[src/rtl/core/ste_pkg.sv]
// ----------------------------------------------------------------------------
// ste_pkg
// Shared types, constants and fixed-point helpers for the treble exciter.
// ----------------------------------------------------------------------------
`default_nettype none

package ste_pkg;

    localparam int SMP_W    = 24;           // Q1.23 sample
    localparam int MOP_W    = 26;           // multiplier operand, signed
    localparam int PROD_W   = 2 * MOP_W;    // full product
    localparam int ACC_W    = 56;           // biquad accumulator
    localparam int HIST_AW  = 4;            // two stages x two channels x four taps
    localparam int HIST_D   = 1 << HIST_AW;
    localparam int CFG_AW   = 5;            // eight registers at 4-byte stride
    localparam int APB_DW   = 32;
    localparam int TDATA_W  = 2 * SMP_W;

    typedef logic signed [SMP_W-1:0]  sample_t;
    typedef logic signed [MOP_W-1:0]  mop_t;
    typedef logic signed [PROD_W-1:0] prod_t;
    typedef logic signed [ACC_W-1:0]  acc_t;

    typedef enum logic [2:0] {
        REG_HP1_B0      = 3'd0,
        REG_HP1_A1      = 3'd1,
        REG_HP1_A2      = 3'd2,
        REG_HP2_GAIN    = 3'd3,
        REG_HP2_A1      = 3'd4,
        REG_HP2_A2      = 3'd5,
        REG_SHAPE_COEFF = 3'd6,
        REG_MIX_LEVEL   = 3'd7
    } reg_idx_t;

    typedef struct packed {
        logic        [22:0] hp1_b0;
        logic signed [23:0] hp1_a1;
        logic signed [23:0] hp1_a2;
        logic        [22:0] hp2_gain;
        logic signed [23:0] hp2_a1;
        logic signed [23:0] hp2_a2;
        logic        [15:0] shape_coeff;
        logic        [15:0] mix_level;
    } cfg_t;

    typedef struct packed {
        logic               we;
        logic [HIST_AW-1:0] addr;
        sample_t            wdata;
    } mem_req_t;

    typedef enum logic [3:0] {
        ST_IDLE,
        ST_READ,
        ST_B0,
        ST_A1,
        ST_A2,
        ST_ACC,
        ST_WY,
        ST_CK,
        ST_CT,
        ST_CW,
        ST_CS,
        ST_MX,
        ST_OUT,
        ST_DONE
    } state_t;

    localparam acc_t SAT_HI = acc_t'((2 ** (SMP_W - 1)) - 1);
    localparam acc_t SAT_LO = acc_t'(-(2 ** (SMP_W - 1)));
    localparam acc_t UNITY  = acc_t'(2 ** (SMP_W - 1));

    // round half up, then arithmetic shift
    function automatic acc_t rnd_shift(input acc_t v, input int unsigned sh);
        acc_t half;
        half = acc_t'(1) <<< (sh - 1);
        return (v + half) >>> sh;
    endfunction

    function automatic sample_t sat_smp(input acc_t v);
        sample_t r;
        if (v > SAT_HI) begin
            r = SAT_HI[SMP_W-1:0];
        end else if (v < SAT_LO) begin
            r = SAT_LO[SMP_W-1:0];
        end else begin
            r = v[SMP_W-1:0];
        end
        return r;
    endfunction

endpackage

`default_nettype wire

[src/rtl/core/stereo_treble_exciter_unit.sv]
// ----------------------------------------------------------------------------
// stereo_treble_exciter_unit
// Stereo treble exciter: highpass, soft clip, highpass, mix back onto dry.
// ----------------------------------------------------------------------------
// One beat on the s_ side carries a left/right pair of Q1.23 samples; one
// beat on the m_ side returns the processed pair. Per channel the pair runs a
// biquad highpass (b1 = -2*b0, b2 = b0), a soft clipper x*(1 - k*|x|), a
// second highpass whose b0 carries the drive gain, and then adds the mix-
// scaled wet signal to the dry input with 24-bit saturation. All filter
// history (x[n-1], x[n-2], y[n-1], y[n-2] for both stages and channels) lives
// in one 16-entry single-port RAM, read four entries per stage and written
// back while the shared 26x26 multiplier works through the taps. Per channel
// each stage reads its history from the RAM and then runs its MAC steps; the
// clipper sits between the stages and the mix follows the second one. The
// single RAM port and the one multiplier keep these steps serial. One pair
// is in flight at a time; the next input beat is accepted while the
// previous result still waits on m_tready. The history reads as zero after
// reset with no clearing pass. The user must see that coefficients are
// written over APB only while the block is idle; the block does not enforce it.
// ----------------------------------------------------------------------------
`default_nettype none

module stereo_treble_exciter_unit
    import ste_pkg::*;
(
    input  wire logic               aclk,
    input  wire logic               aresetn,

    input  wire logic               s_tvalid,
    output logic                    s_tready,
    input  wire logic [TDATA_W-1:0] s_tdata,    // [23:0] left_in, [47:24] right_in

    output logic                    m_tvalid,
    input  wire logic               m_tready,
    output logic      [TDATA_W-1:0] m_tdata,    // [23:0] left_out, [47:24] right_out

    input  wire logic               psel,
    input  wire logic               penable,
    input  wire logic               pwrite,
    input  wire logic [CFG_AW-1:0]  paddr,
    input  wire logic [APB_DW-1:0]  pwdata,
    output logic      [APB_DW-1:0]  prdata,
    output logic                    pready
);

    cfg_t     cfg;        // live coefficient set
    mem_req_t mem_req;    // engine -> history RAM
    sample_t  mem_rdata;  // history RAM -> engine, in the cycle after the request

    ste_cfg_regs u_cfg (
        .aclk    (aclk),
        .aresetn (aresetn),
        .psel    (psel),
        .penable (penable),
        .pwrite  (pwrite),
        .paddr   (paddr),
        .pwdata  (pwdata),
        .prdata  (prdata),
        .pready  (pready),
        .cfg     (cfg)
    );

    ste_hist_mem u_hist (
        .aclk    (aclk),
        .aresetn (aresetn),
        .req     (mem_req),
        .rdata   (mem_rdata)
    );

    // sequencer: read history, MAC the taps, write back, clip, mix, emit
    ste_engine u_eng (
        .aclk      (aclk),
        .aresetn   (aresetn),
        .cfg       (cfg),
        .s_tvalid  (s_tvalid),
        .s_tready  (s_tready),
        .s_tdata   (s_tdata),
        .m_tvalid  (m_tvalid),
        .m_tready  (m_tready),
        .m_tdata   (m_tdata),
        .mem_req   (mem_req),
        .mem_rdata (mem_rdata)
    );

endmodule

`default_nettype wire

[src/rtl/core/ste_cfg_regs.sv]
// ----------------------------------------------------------------------------
// ste_cfg_regs
// APB register file for filter coefficients, shape and mix settings.
// ----------------------------------------------------------------------------
`default_nettype none

module ste_cfg_regs
    import ste_pkg::*;
(
    input  wire logic              aclk,
    input  wire logic              aresetn,
    input  wire logic              psel,
    input  wire logic              penable,
    input  wire logic              pwrite,
    input  wire logic [CFG_AW-1:0] paddr,
    input  wire logic [APB_DW-1:0] pwdata,
    output logic      [APB_DW-1:0] prdata,
    output logic                   pready,
    output cfg_t                   cfg
);

    cfg_t     cfg_reg;
    reg_idx_t idx;
    logic     wr_en;

    assign pready = 1'b1;
    assign idx    = reg_idx_t'(paddr[CFG_AW-1:2]);
    assign wr_en  = psel && penable && pwrite && pready;
    assign cfg    = cfg_reg;

    always_ff @(posedge aclk) begin
        if (!aresetn) begin
            cfg_reg.hp1_b0      <= 23'd4194304;   // 1.0 in Q2.22
            cfg_reg.hp1_a1      <= '0;
            cfg_reg.hp1_a2      <= '0;
            cfg_reg.hp2_gain    <= 23'd2097152;   // 1.0 in Q3.21
            cfg_reg.hp2_a1      <= '0;
            cfg_reg.hp2_a2      <= '0;
            cfg_reg.shape_coeff <= '0;
            cfg_reg.mix_level   <= '0;
        end else if (wr_en) begin
            unique case (idx)
                REG_HP1_B0:      cfg_reg.hp1_b0      <= pwdata[22:0];
                REG_HP1_A1:      cfg_reg.hp1_a1      <= pwdata[23:0];
                REG_HP1_A2:      cfg_reg.hp1_a2      <= pwdata[23:0];
                REG_HP2_GAIN:    cfg_reg.hp2_gain    <= pwdata[22:0];
                REG_HP2_A1:      cfg_reg.hp2_a1      <= pwdata[23:0];
                REG_HP2_A2:      cfg_reg.hp2_a2      <= pwdata[23:0];
                REG_SHAPE_COEFF: cfg_reg.shape_coeff <= pwdata[15:0];
                REG_MIX_LEVEL:   cfg_reg.mix_level   <= pwdata[15:0];
                default:         cfg_reg             <= cfg_reg;
            endcase
        end
    end

    // signed coefficients read back sign-extended
    always_comb begin
        unique case (idx)
            REG_HP1_B0:      prdata = {9'd0, cfg_reg.hp1_b0};
            REG_HP1_A1:      prdata = {{8{cfg_reg.hp1_a1[23]}}, cfg_reg.hp1_a1};
            REG_HP1_A2:      prdata = {{8{cfg_reg.hp1_a2[23]}}, cfg_reg.hp1_a2};
            REG_HP2_GAIN:    prdata = {9'd0, cfg_reg.hp2_gain};
            REG_HP2_A1:      prdata = {{8{cfg_reg.hp2_a1[23]}}, cfg_reg.hp2_a1};
            REG_HP2_A2:      prdata = {{8{cfg_reg.hp2_a2[23]}}, cfg_reg.hp2_a2};
            REG_SHAPE_COEFF: prdata = {16'd0, cfg_reg.shape_coeff};
            REG_MIX_LEVEL:   prdata = {16'd0, cfg_reg.mix_level};
            default:         prdata = '0;
        endcase
    end

endmodule

`default_nettype wire

[src/rtl/core/ste_hist_mem.sv]
// ----------------------------------------------------------------------------
// ste_hist_mem
// Single-port filter history RAM, registered read, zero after reset.
// ----------------------------------------------------------------------------
`default_nettype none

module ste_hist_mem
    import ste_pkg::*;
(
    input  wire logic     aclk,
    input  wire logic     aresetn,
    input  wire mem_req_t req,
    output sample_t       rdata
);

    sample_t           ram [HIST_D];
    logic [HIST_D-1:0] vld_reg;
    logic              vld_q_reg;
    sample_t           rd_reg;

    always_ff @(posedge aclk) begin
        if (req.we) begin
            ram[req.addr] <= req.wdata;
        end
        rd_reg <= ram[req.addr];
    end

    // per-entry valid bits stand in for clearing the array
    always_ff @(posedge aclk) begin
        if (!aresetn) begin
            vld_reg   <= '0;
            vld_q_reg <= 1'b0;
        end else begin
            if (req.we) begin
                vld_reg[req.addr] <= 1'b1;
            end
            vld_q_reg <= vld_reg[req.addr];
        end
    end

    assign rdata = vld_q_reg ? rd_reg : '0;

endmodule

`default_nettype wire

[src/rtl/core/ste_engine.sv]
// ----------------------------------------------------------------------------
// ste_engine
// Sequencer and shared multiply-accumulate datapath for both channels.
// ----------------------------------------------------------------------------
`default_nettype none

module ste_engine
    import ste_pkg::*;
(
    input  wire logic               aclk,
    input  wire logic               aresetn,
    input  wire cfg_t               cfg,
    input  wire logic               s_tvalid,
    output logic                    s_tready,
    input  wire logic [TDATA_W-1:0] s_tdata,
    output logic                    m_tvalid,
    input  wire logic               m_tready,
    output logic      [TDATA_W-1:0] m_tdata,
    output mem_req_t                mem_req,
    input  wire sample_t            mem_rdata
);

    // history slot offsets inside one channel/stage group
    localparam logic [1:0] OFF_X1 = 2'd0;
    localparam logic [1:0] OFF_X2 = 2'd1;
    localparam logic [1:0] OFF_Y1 = 2'd2;
    localparam logic [1:0] OFF_Y2 = 2'd3;

    state_t  state_reg, state_next;
    logic [2:0] cnt_reg, cnt_next;
    logic    ch_reg, ch_next;
    logic    stg_reg, stg_next;
    sample_t in_l_reg, in_l_next;
    sample_t in_r_reg, in_r_next;
    sample_t x_reg, x_next;
    sample_t y_reg, y_next;
    sample_t h_reg [4];
    sample_t h_next [4];
    logic signed [24:0] om_reg, om_next;
    prod_t   prod_reg;
    acc_t    acc_reg, acc_next;
    sample_t res_l_reg, res_l_next;
    sample_t res_r_reg, res_r_next;
    logic    m_tvalid_reg, m_tvalid_next;
    logic [TDATA_W-1:0] m_tdata_reg, m_tdata_next;

    mop_t    mul_a, mul_b;
    mop_t    diff;
    mop_t    b0_op, a1_op, a2_op;
    logic signed [24:0] y_ext, mag;
    logic [2:0] cm1;
    acc_t    prod_ext;
    sample_t y_sat, wet_sat, out_sat;
    acc_t    t_val;

    assign s_tready = (state_reg == ST_IDLE);
    assign m_tvalid = m_tvalid_reg;
    assign m_tdata  = m_tdata_reg;

    // x - 2*x[n-1] + x[n-2]
    assign diff = mop_t'(x_reg) - (mop_t'(h_reg[0]) <<< 1) + mop_t'(h_reg[1]);

    assign b0_op = stg_reg ? mop_t'({1'b0, cfg.hp2_gain}) : mop_t'({1'b0, cfg.hp1_b0});
    assign a1_op = stg_reg ? mop_t'(cfg.hp2_a1) : mop_t'(cfg.hp1_a1);
    assign a2_op = stg_reg ? mop_t'(cfg.hp2_a2) : mop_t'(cfg.hp1_a2);

    assign y_ext    = {y_reg[SMP_W-1], y_reg};
    assign mag      = y_ext[24] ? -y_ext : y_ext;
    assign cm1      = cnt_reg - 3'd1;
    assign prod_ext = acc_t'(prod_reg);

    assign y_sat   = sat_smp(rnd_shift(acc_reg, 22));
    assign t_val   = rnd_shift(prod_ext, 16);
    assign wet_sat = sat_smp(rnd_shift(prod_ext, 23));
    assign out_sat = sat_smp(acc_t'(ch_reg ? in_r_reg : in_l_reg) + rnd_shift(prod_ext, 12));

    always_ff @(posedge aclk) begin
        if (!aresetn) begin
            state_reg    <= ST_IDLE;
            m_tvalid_reg <= 1'b0;
        end else begin
            state_reg    <= state_next;
            m_tvalid_reg <= m_tvalid_next;
        end
    end

    always_ff @(posedge aclk) begin
        cnt_reg     <= cnt_next;
        ch_reg      <= ch_next;
        stg_reg     <= stg_next;
        in_l_reg    <= in_l_next;
        in_r_reg    <= in_r_next;
        x_reg       <= x_next;
        y_reg       <= y_next;
        h_reg       <= h_next;
        om_reg      <= om_next;
        prod_reg    <= mul_a * mul_b;
        acc_reg     <= acc_next;
        res_l_reg   <= res_l_next;
        res_r_reg   <= res_r_next;
        m_tdata_reg <= m_tdata_next;
    end

    always_comb begin
        state_next    = state_reg;
        cnt_next      = cnt_reg;
        ch_next       = ch_reg;
        stg_next      = stg_reg;
        in_l_next     = in_l_reg;
        in_r_next     = in_r_reg;
        x_next        = x_reg;
        y_next        = y_reg;
        h_next        = h_reg;
        om_next       = om_reg;
        acc_next      = acc_reg;
        res_l_next    = res_l_reg;
        res_r_next    = res_r_reg;
        m_tdata_next  = m_tdata_reg;
        m_tvalid_next = m_tvalid_reg && !m_tready;
        mul_a         = '0;
        mul_b         = '0;
        mem_req.we    = 1'b0;
        mem_req.addr  = {stg_reg, ch_reg, cnt_reg[1:0]};
        mem_req.wdata = x_reg;

        unique case (state_reg)
            ST_IDLE: begin
                if (s_tvalid) begin
                    in_l_next  = s_tdata[SMP_W-1:0];
                    in_r_next  = s_tdata[TDATA_W-1:SMP_W];
                    x_next     = s_tdata[SMP_W-1:0];
                    ch_next    = 1'b0;
                    stg_next   = 1'b0;
                    cnt_next   = '0;
                    state_next = ST_READ;
                end
            end
            ST_READ: begin
                // issue reads 0..3, capture each in the following cycle
                if (cnt_reg != 3'd0) begin
                    h_next[cm1[1:0]] = mem_rdata;
                end
                if (cnt_reg == 3'd4) begin
                    cnt_next   = '0;
                    state_next = ST_B0;
                end else begin
                    cnt_next = cnt_reg + 3'd1;
                end
            end
            ST_B0: begin
                mul_a         = b0_op;
                mul_b         = diff;
                mem_req.we    = 1'b1;
                mem_req.addr  = {stg_reg, ch_reg, OFF_X2};
                mem_req.wdata = h_reg[0];
                state_next    = ST_A1;
            end
            ST_A1: begin
                acc_next      = stg_reg ? (prod_ext <<< 1) : prod_ext;
                mul_a         = a1_op;
                mul_b         = mop_t'(h_reg[2]);
                mem_req.we    = 1'b1;
                mem_req.addr  = {stg_reg, ch_reg, OFF_X1};
                mem_req.wdata = x_reg;
                state_next    = ST_A2;
            end
            ST_A2: begin
                acc_next      = acc_reg - prod_ext;
                mul_a         = a2_op;
                mul_b         = mop_t'(h_reg[3]);
                mem_req.we    = 1'b1;
                mem_req.addr  = {stg_reg, ch_reg, OFF_Y2};
                mem_req.wdata = h_reg[2];
                state_next    = ST_ACC;
            end
            ST_ACC: begin
                acc_next   = acc_reg - prod_ext;
                state_next = ST_WY;
            end
            ST_WY: begin
                y_next        = y_sat;
                mem_req.we    = 1'b1;
                mem_req.addr  = {stg_reg, ch_reg, OFF_Y1};
                mem_req.wdata = y_sat;
                state_next    = stg_reg ? ST_MX : ST_CK;
            end
            ST_CK: begin
                mul_a      = mop_t'(mag);
                mul_b      = mop_t'({1'b0, cfg.shape_coeff});
                state_next = ST_CT;
            end
            ST_CT: begin
                om_next    = 25'(UNITY - t_val);
                state_next = ST_CW;
            end
            ST_CW: begin
                mul_a      = mop_t'(y_reg);
                mul_b      = mop_t'(om_reg);
                state_next = ST_CS;
            end
            ST_CS: begin
                x_next     = wet_sat;
                stg_next   = 1'b1;
                cnt_next   = '0;
                state_next = ST_READ;
            end
            ST_MX: begin
                mul_a      = mop_t'(y_reg);
                mul_b      = mop_t'({1'b0, cfg.mix_level});
                state_next = ST_OUT;
            end
            ST_OUT: begin
                if (!ch_reg) begin
                    res_l_next = out_sat;
                    ch_next    = 1'b1;
                    stg_next   = 1'b0;
                    x_next     = in_r_reg;
                    cnt_next   = '0;
                    state_next = ST_READ;
                end else begin
                    res_r_next = out_sat;
                    state_next = ST_DONE;
                end
            end
            ST_DONE: begin
                if (!m_tvalid_reg || m_tready) begin
                    m_tdata_next  = {res_r_reg, res_l_reg};
                    m_tvalid_next = 1'b1;
                    state_next    = ST_IDLE;
                end
            end
            default: begin
                state_next = ST_IDLE;
            end
        endcase
    end

endmodule

`default_nettype wire

[config.mk]
export PLATFORM = sky130hd
export DESIGN_NAME = stereo_treble_exciter_unit
export DESIGN_NICKNAME = d
export VERILOG_FILES = /design/src/rtl/core/ste_pkg.sv /design/src/rtl/core/stereo_treble_exciter_unit.sv /design/src/rtl/core/ste_cfg_regs.sv /design/src/rtl/core/ste_hist_mem.sv /design/src/rtl/core/ste_engine.sv
export SDC_FILE = /design/constraint.sdc
export NUM_CORES = 2
export LEC_CHECK = 0
export BUFFER_PORTS_ARGS = -buffer_cell sky130_fd_sc_hd__buf_2
export CORE_UTILIZATION = 40
export DETAILED_ROUTE_END_ITERATION = 7
export SETUP_SLACK_MARGIN = 0.5
export SLEW_MARGIN = 10
export SYNTH_ARGS = -nofsm -noshare
export SYNTH_HDL_FRONTEND = slang
export SYNTH_SLANG_ARGS = --single-unit
[constraint.sdc]
create_clock -name aclk -period 10.8 [get_ports aclk]
set_input_delay 0.54 -clock aclk [delete_from_list [all_inputs] [get_ports aclk]]
set_output_delay 0.54 -clock aclk [all_outputs]
set_load 0.1 [all_outputs]
# After elaboration in Yosys (flattened, before gate mapping)
# Memories as Yosys holds them, arrays and structs flattened. A register that Yosys moved wholly into a read port is not among the register bits.
# Index checks and enable logic that the tools add are counted.
# W data, S select, Z words.
totals:
  register_bits: 622
  latch_bits: 0
  mem_bits_rw: 384
  mem_bits_ro: 0
  in_bits: 92
  out_inout_bits: 83
  wordCells: 161
  memories: 1
op_classes:
  n_addsub: 12
  multipliers: 1
  div: 0
  order_cmp: 10
  eq_ne: 25
  shifts: 0
  mux: 46
  bitwise: 3
  n_reduce_logical: 34
mem_list:
  columns: ["memory", "words", "word_bits", "rd", "rd_clocked_by_memory_dff", "wr", "line", "source"]
  rows:
  - ["u_hist.ram", 16, 24, 1, 1, 1, "ste_hist_mem.sv:16", "sample_t ram [HIST_D];"]
ops:
  columns: ["operator", "count"]
  rows:
  - ["$pmux W32 S8", 1]
  - ["$mux W24", 10]
  - ["$pmux W26 S6", 1]
  - ["$pmux W26 S5", 1]
  - ["$pmux W29 S4", 1]
  - ["$pmux W56 S2", 1]
  - ["$bwmux W96", 1]
  - ["$pmux W24 S3", 1]
  - ["$add A56 B23 Y56 const B", 1]
  - ["$add A56 B41 Y56", 1]
  - ["$gt A56 B24 Y1 const B", 1]
  - ["$lt A56 B24 Y1 const B", 1]
  - ["$mux W56", 1]
  - ["$pmux W4 S14", 1]
  - ["$sub A56 B52 Y56", 1]
  - ["$add A52 B13 Y53 const B", 1]
  - ["$add A52 B24 Y53 const B", 1]
  - ["$mul A26 B26 Y52", 1]
  - ["$mux W26", 2]
  - ["$mux W52", 1]
  - ["$demux W24 S2", 1]
  - ["$add A41 B17 Y41 const B", 1]
  - ["$gt A34 B24 Y1 const B", 1]
  - ["$lt A34 B24 Y1 const B", 1]
  - ["other kinds (45)", 97]

# Longest topological paths before layout
logic_depth:
  ltp_word: 10
  depth_mapped: 41
  ltp_nobuf: 39

# Hierarchy
# From an unflattened synthesis, not the netlist that was laid out.
hier_totals:
  hier_cells: 7365
  hier_area_um2: 76575.9
by_module_without_submodules:
  columns: ["module", "instances", "cells_each", "area_each_um2", "seq_area_each_um2"]
  rows:
  - ["ste_engine", 1, 5627, 52545.4, 12371.9]
  - ["ste_hist_mem", 1, 717, 15828.9, 12351.8]
  - ["ste_cfg_regs", 1, 1021, 8201.6, 3483.3]

# Worst setup path before layout
# No wires, ideal clock.
synth_timing:
  path_type: "reg2reg"
  startpoint: "reg u_eng.h_reg[73] (netlist bit)"
  endpoint: "reg u_eng.prod_reg[51]"
  setup_ns: 0.072
  t_arrival_ns: 9.665
  required_ns: 10.728
  path_slack_ns: 1.063
  stages_incl_launch_ff: 37
  n_path_buf: 1
  synth_period_minus_slack_ns: 9.737
  path_cell_list: "edfxtp_1 -> fa_1 -> inv_1 -> ha_1 -> nor2b_1 -> o21ai_0 -> a21boi_0 -> o41a_1 -> a211oi_1 -> o31ai_1 -> o211ai_1 -> nor2b_1 -> xnor2_1 -> a21oi_1 -> clkbuf_1 -> or2_2 -> fa_1 -> fa_1 -> inv_1 -> fa_1 -> fa_1 -> fa_1 -> fa_1 -> inv_1 -> fa_1 -> inv_1 -> ha_1 -> and2_1 -> and3_1 -> a211o_1 -> a21oi_1 -> a31oi_1 -> o21a_1 -> a311oi_1 -> o21ai_0 -> a21oi_1 -> xnor2_1"
synth_between:
  elab_chain_cells: 4
synth_lines:
  columns: ["element", "line", "source"]
  rows:
  - ["start: declaration", "ste_engine.sv:37", "sample_t h_reg [4];"]
  - ["start signal: assignment", "ste_engine.sv:95", "h_reg <= h_next;"]
  - ["$sub A24 B25 Y26", "ste_engine.sv:61", "assign diff = mop_t'(x_reg) - (mop_t'(h_reg[0]) <<< 1) + mop_t'(h_reg[1]);"]
  - ["$add A26 B24 Y26", "ste_engine.sv:61", null]
  - ["$pmux W26 S6", "ste_engine.sv:126", "unique case (state_reg)"]
  - ["$mul A26 B26 Y52", "ste_engine.sv:97", "prod_reg <= mul_a * mul_b;"]
  - ["end signal: assignment", "ste_engine.sv:97", null]
  - ["end: declaration", "ste_engine.sv:40", "prod_t prod_reg;"]
# Every way passes these cells.
# A chain may end at the register's enable or synchronous reset.

# Final worst setup path
layout_timing:
  startpoint: "reg u_eng.h_reg[73] (netlist bit)"
  endpoint: "reg u_eng.prod_reg[45]"
# Same word-level chain as after synthesis.

==> flow_summary_export.csv <==
group,metric,value,unit
cts,worstSkewPairLatency,0.76,ns
finish,final_cell_mix,"nand2_1, inv_1, edfxtp_1",
timing,fmax,0.0993,GHz
critical_path,ff2ff_setup_slack,0.73,ns
pwr,p_switching,8230,uW
finish,largest_reg_flops,384,
floorplanning,num_rows,159,
synth,synth-async-reset-ratio,0,%
critical_path,max_stage_delay,0.60,ns
status,violations,"design-rule violations",
route,routed_wl,249,mm
timing,slew_viol_final,0,
critical_path,cpMostUsedCell,"fa_1",
route,drtPass1Iterations,8,
synth,synth_ff_type,"edfxtp_1",
finish,mostFrequentLayoutCell,"nand2_1",
critical_path,required,11.49,ns
critical_path,worstSetupStartpoint,"u_eng.h_reg[73]",
synth,avgSynthCellArea,9.79,um^2
cts,h-tree-depth,3,
critical_path,path_max_fanout,5,
critical_path,critPathArrivalTime,10.75,ns
placement,gp_congestion,0.969,
run,drv_cap,0,
finish,register_area,28200,um^2
synth,syn_inst,7729,
timing,hold_viol,0,
pwr,leakage,0.0352,uW
finish,multiInputGateArea,42900,um^2
route,postRouteAntennaNets,0,
cts,root_buffer,"clkbuf_16",
status,outcome,"complete, but fails checks",
route,drc,41,
critical_path,cp_slowest_cell,"fa_1",
finish,area_growth,11.9,%
timing,tightest_slew,1.34,ns
floorplanning,dieHeight,437,um
floorplanning,die_x,437,um
route,vias,58900,
placement,dpl_cell_area,80100,um^2
pwr,ir_drop,0.296,mV
route,drtIter0Drc,6553,
placement,io_buffers,163,
pwr,p_int,10400,uW
grt,grt-ovfl-total,0,
route,via_per_inst,5.65,
grt,grt_pass1_vias,58100,
grt,grt_max_degree,146,
critical_path,r2r-start,"u_eng.h_reg[73]",
floorplanning,dieArea,191000,um^2
pwr,powerDensity,220,nW/um^2
synth,syn_area,75600,um^2
timing,fin_skew,0.0709,ns
finish,finalNetCount,8923,
cts,clk_pin_slew,0.06,ns
floorplanning,core-area,188000,um^2
synth,ys_types,93,
cts,cts_buffer_depth,3,
grt,grt_pass1_wl,371,mm
finish,drive_gt1_share,9.64,%
worst_hold_path,hold_class,"input pin to flop",
timing,setup_viol_count_final,0,
cts,cts_made_buffers,108,
synth,ys_ff_latch,1030,
timing,fin_crit,10.07,ns
timing,min_period_over_period,93.2,%
finish,design_area,84600,um^2
synth,synth_edf_count,758,
critical_path,crit_path_start_kind,"flop",
synth,syn_nets,8818,
critical_path,worstSetupEndpointType,"flop",
pwr,p_comb_share,50.0,%
floorplanning,start_util,40.3,%
placement,dp_hpwl,179,mm
cts,cts_tree,"built",
floorplanning,ios,175,
timing,tns,0,ns
pwr,switching_share,44.2,%
grt,antenna_found_initial,15,
timing,relSlewSlack,8.09,%
synth,yosys_warnings,0,
route,post_drt_wl_per_cell,23.8,um
worst_hold_path,hp-start,"s_tdata[15]",
pwr,power_frac_clock,20.5,%
critical_path,critPathKind,"flop to flop",
finish,fill_cells,17800,
pwr,p_seq_share,29.6,%
synth,ys_seq_area_share,37.3,%
grt,grt_util_all_layers,25.6,%
cts,clock_sinks,1030,
timing,rsz0062_at_grt,"yes",
-- layout make-up --
| type | count | share of cell area, % |
|---|---|---|
| antenna | 13 | 0.0384 |
| clock buffer | 132 | 3.46 |
| clock inverter | 71 | 0.841 |
| inverter | 925 | 4.11 |
| multi-input combinational | 5329 | 50.7 |
| sequential | 1030 | 33.3 |
| tap | 2495 | 3.69 |
| timing repair buffer | 440 | 3.86 |
-- cell families (layout without fill, tap and decap cells) --
kind of cell               Yosys count  in the layout  share of synthesized area [%]
buffers and inverters             1371           1568                           6.91
other                                1             14                        0.00496
AOI/OAI and AO/OA                 1400           1401                           12.2
adders and majority gates          997            997                           23.6
and+or+nand+nor                   2478           2478                           14.3
DFF                               1030           1030                           37.3
xor gates and xnor gates           304            304                           3.52
muxes                              148            148                           2.12
-- synthesized netlist by cell type (all sizes together) (10+ instances only) --
library cell / number / area [um^2]
edfxtp: 758 / 22800
nor3: 67 / 335
o21a: 38 / 285
clkbuf: 405 / 1540
and2: 79 / 494
buf: 41 / 218
a221oi: 20 / 175
or3: 20 / 135
a31oi: 69 / 432
xnor2: 212 / 1860
o311ai: 10 / 87.6
nor2: 299 / 1120
inv: 920 / 3450
and4: 11 / 96.3
ha: 277 / 3470
or2: 17 / 106
xor2: 92 / 806
o21ai: 239 / 1200
and3: 79 / 494
o211a: 12 / 120
o211ai: 68 / 510
a211o: 13 / 123
a22oi: 58 / 435
o31ai: 24 / 180
nor4: 14 / 121
dfxtp: 272 / 5450
nand2b: 39 / 244
a21o: 116 / 871
nand2: 1481 / 5560
fa: 720 / 14400
o22ai: 19 / 119
nor2b: 90 / 563
a311oi: 79 / 692
a211oi: 26 / 195
a222oi: 71 / 711
nand4: 47 / 294
mux2i: 94 / 941
o21bai: 11 / 82.6
nand3: 208 / 1050
mux2: 49 / 552
a21oi: 444 / 2220
-- metrics by stage --
stage / cells / hold WS, ns / setup WS, ns / utilization (%) / total power (uW)
detailed placement: 10200 / 0.405 / 0.305 / 42.6 / 14500
global placement: 10200 / 0.400 / 0.281 / 42.6 / 14400
finish: 10400 / 0.0483 / 0.733 / 45.1 / 18600
floorplan: 7729 / 0.400 / 1.06 / - / 11300
global route: 10400 / 0.0151 / 0.464 / 45.0 / 19600
CTS: 10400 / 0.00883 / 0.507 / 44.8 / 18400
-- power groups by stage --
stage | sequential [uW] | combinational, uW | clock, uW
after floorplan | 5330 | 6020 | 0
after global placement | 5550 | 8890 | 0
after detailed placement | 5560 | 8940 | 0
after CTS | 5480 | 9050 | 3860
after global routing | 5520 | 10100 | 4010
final | 5500 | 9290 | 3810
-- layer usage --
layer  routed length (um)  GRT usage (%)
met3                22300           4.78
met4                 8780           8.13
met1               108000           36.7
met5                   34         0.0504
met2               110000           38.9
-- critical path, delay by kind of cell (launching register included) --
| family | cells | cell delay (ns) |
|---|---|---|
| compound gates | 13 | 2.85 |
| xor+xnor | 2 | 0.22 |
| fa+ha+maj | 10 | 4.85 |
| buf+inv | 8 | 0.95 |
| flops | 1 | 0.41 |
| simple gates | 5 | 0.73 |
-- worst paths after layout --
check             cells after the start                  to
setup / recovery                     38  u_eng.prod_reg[45]
hold / removal                        1  u_eng.in_l_reg[15]
setup reg to reg                     38  u_eng.prod_reg[45]
hold reg to reg                       0    u_eng.m_tdata[4]
-- what timing repair did --
| item | CTS | global route |
|---|---|---|
| setup buffers | 1 | 13 |
| gates cloned | 0 | 3 |
| pin swaps | 1 | 24 |
| endpoints found under the setup margin | 7 | 19 |
| hold buffers | 43 | 0 |
| gates resized for setup | 7 | 54 |
| endpoints found under the hold margin | 43 | 0 |
Note: power is estimated with default switching activity, not from simulation.
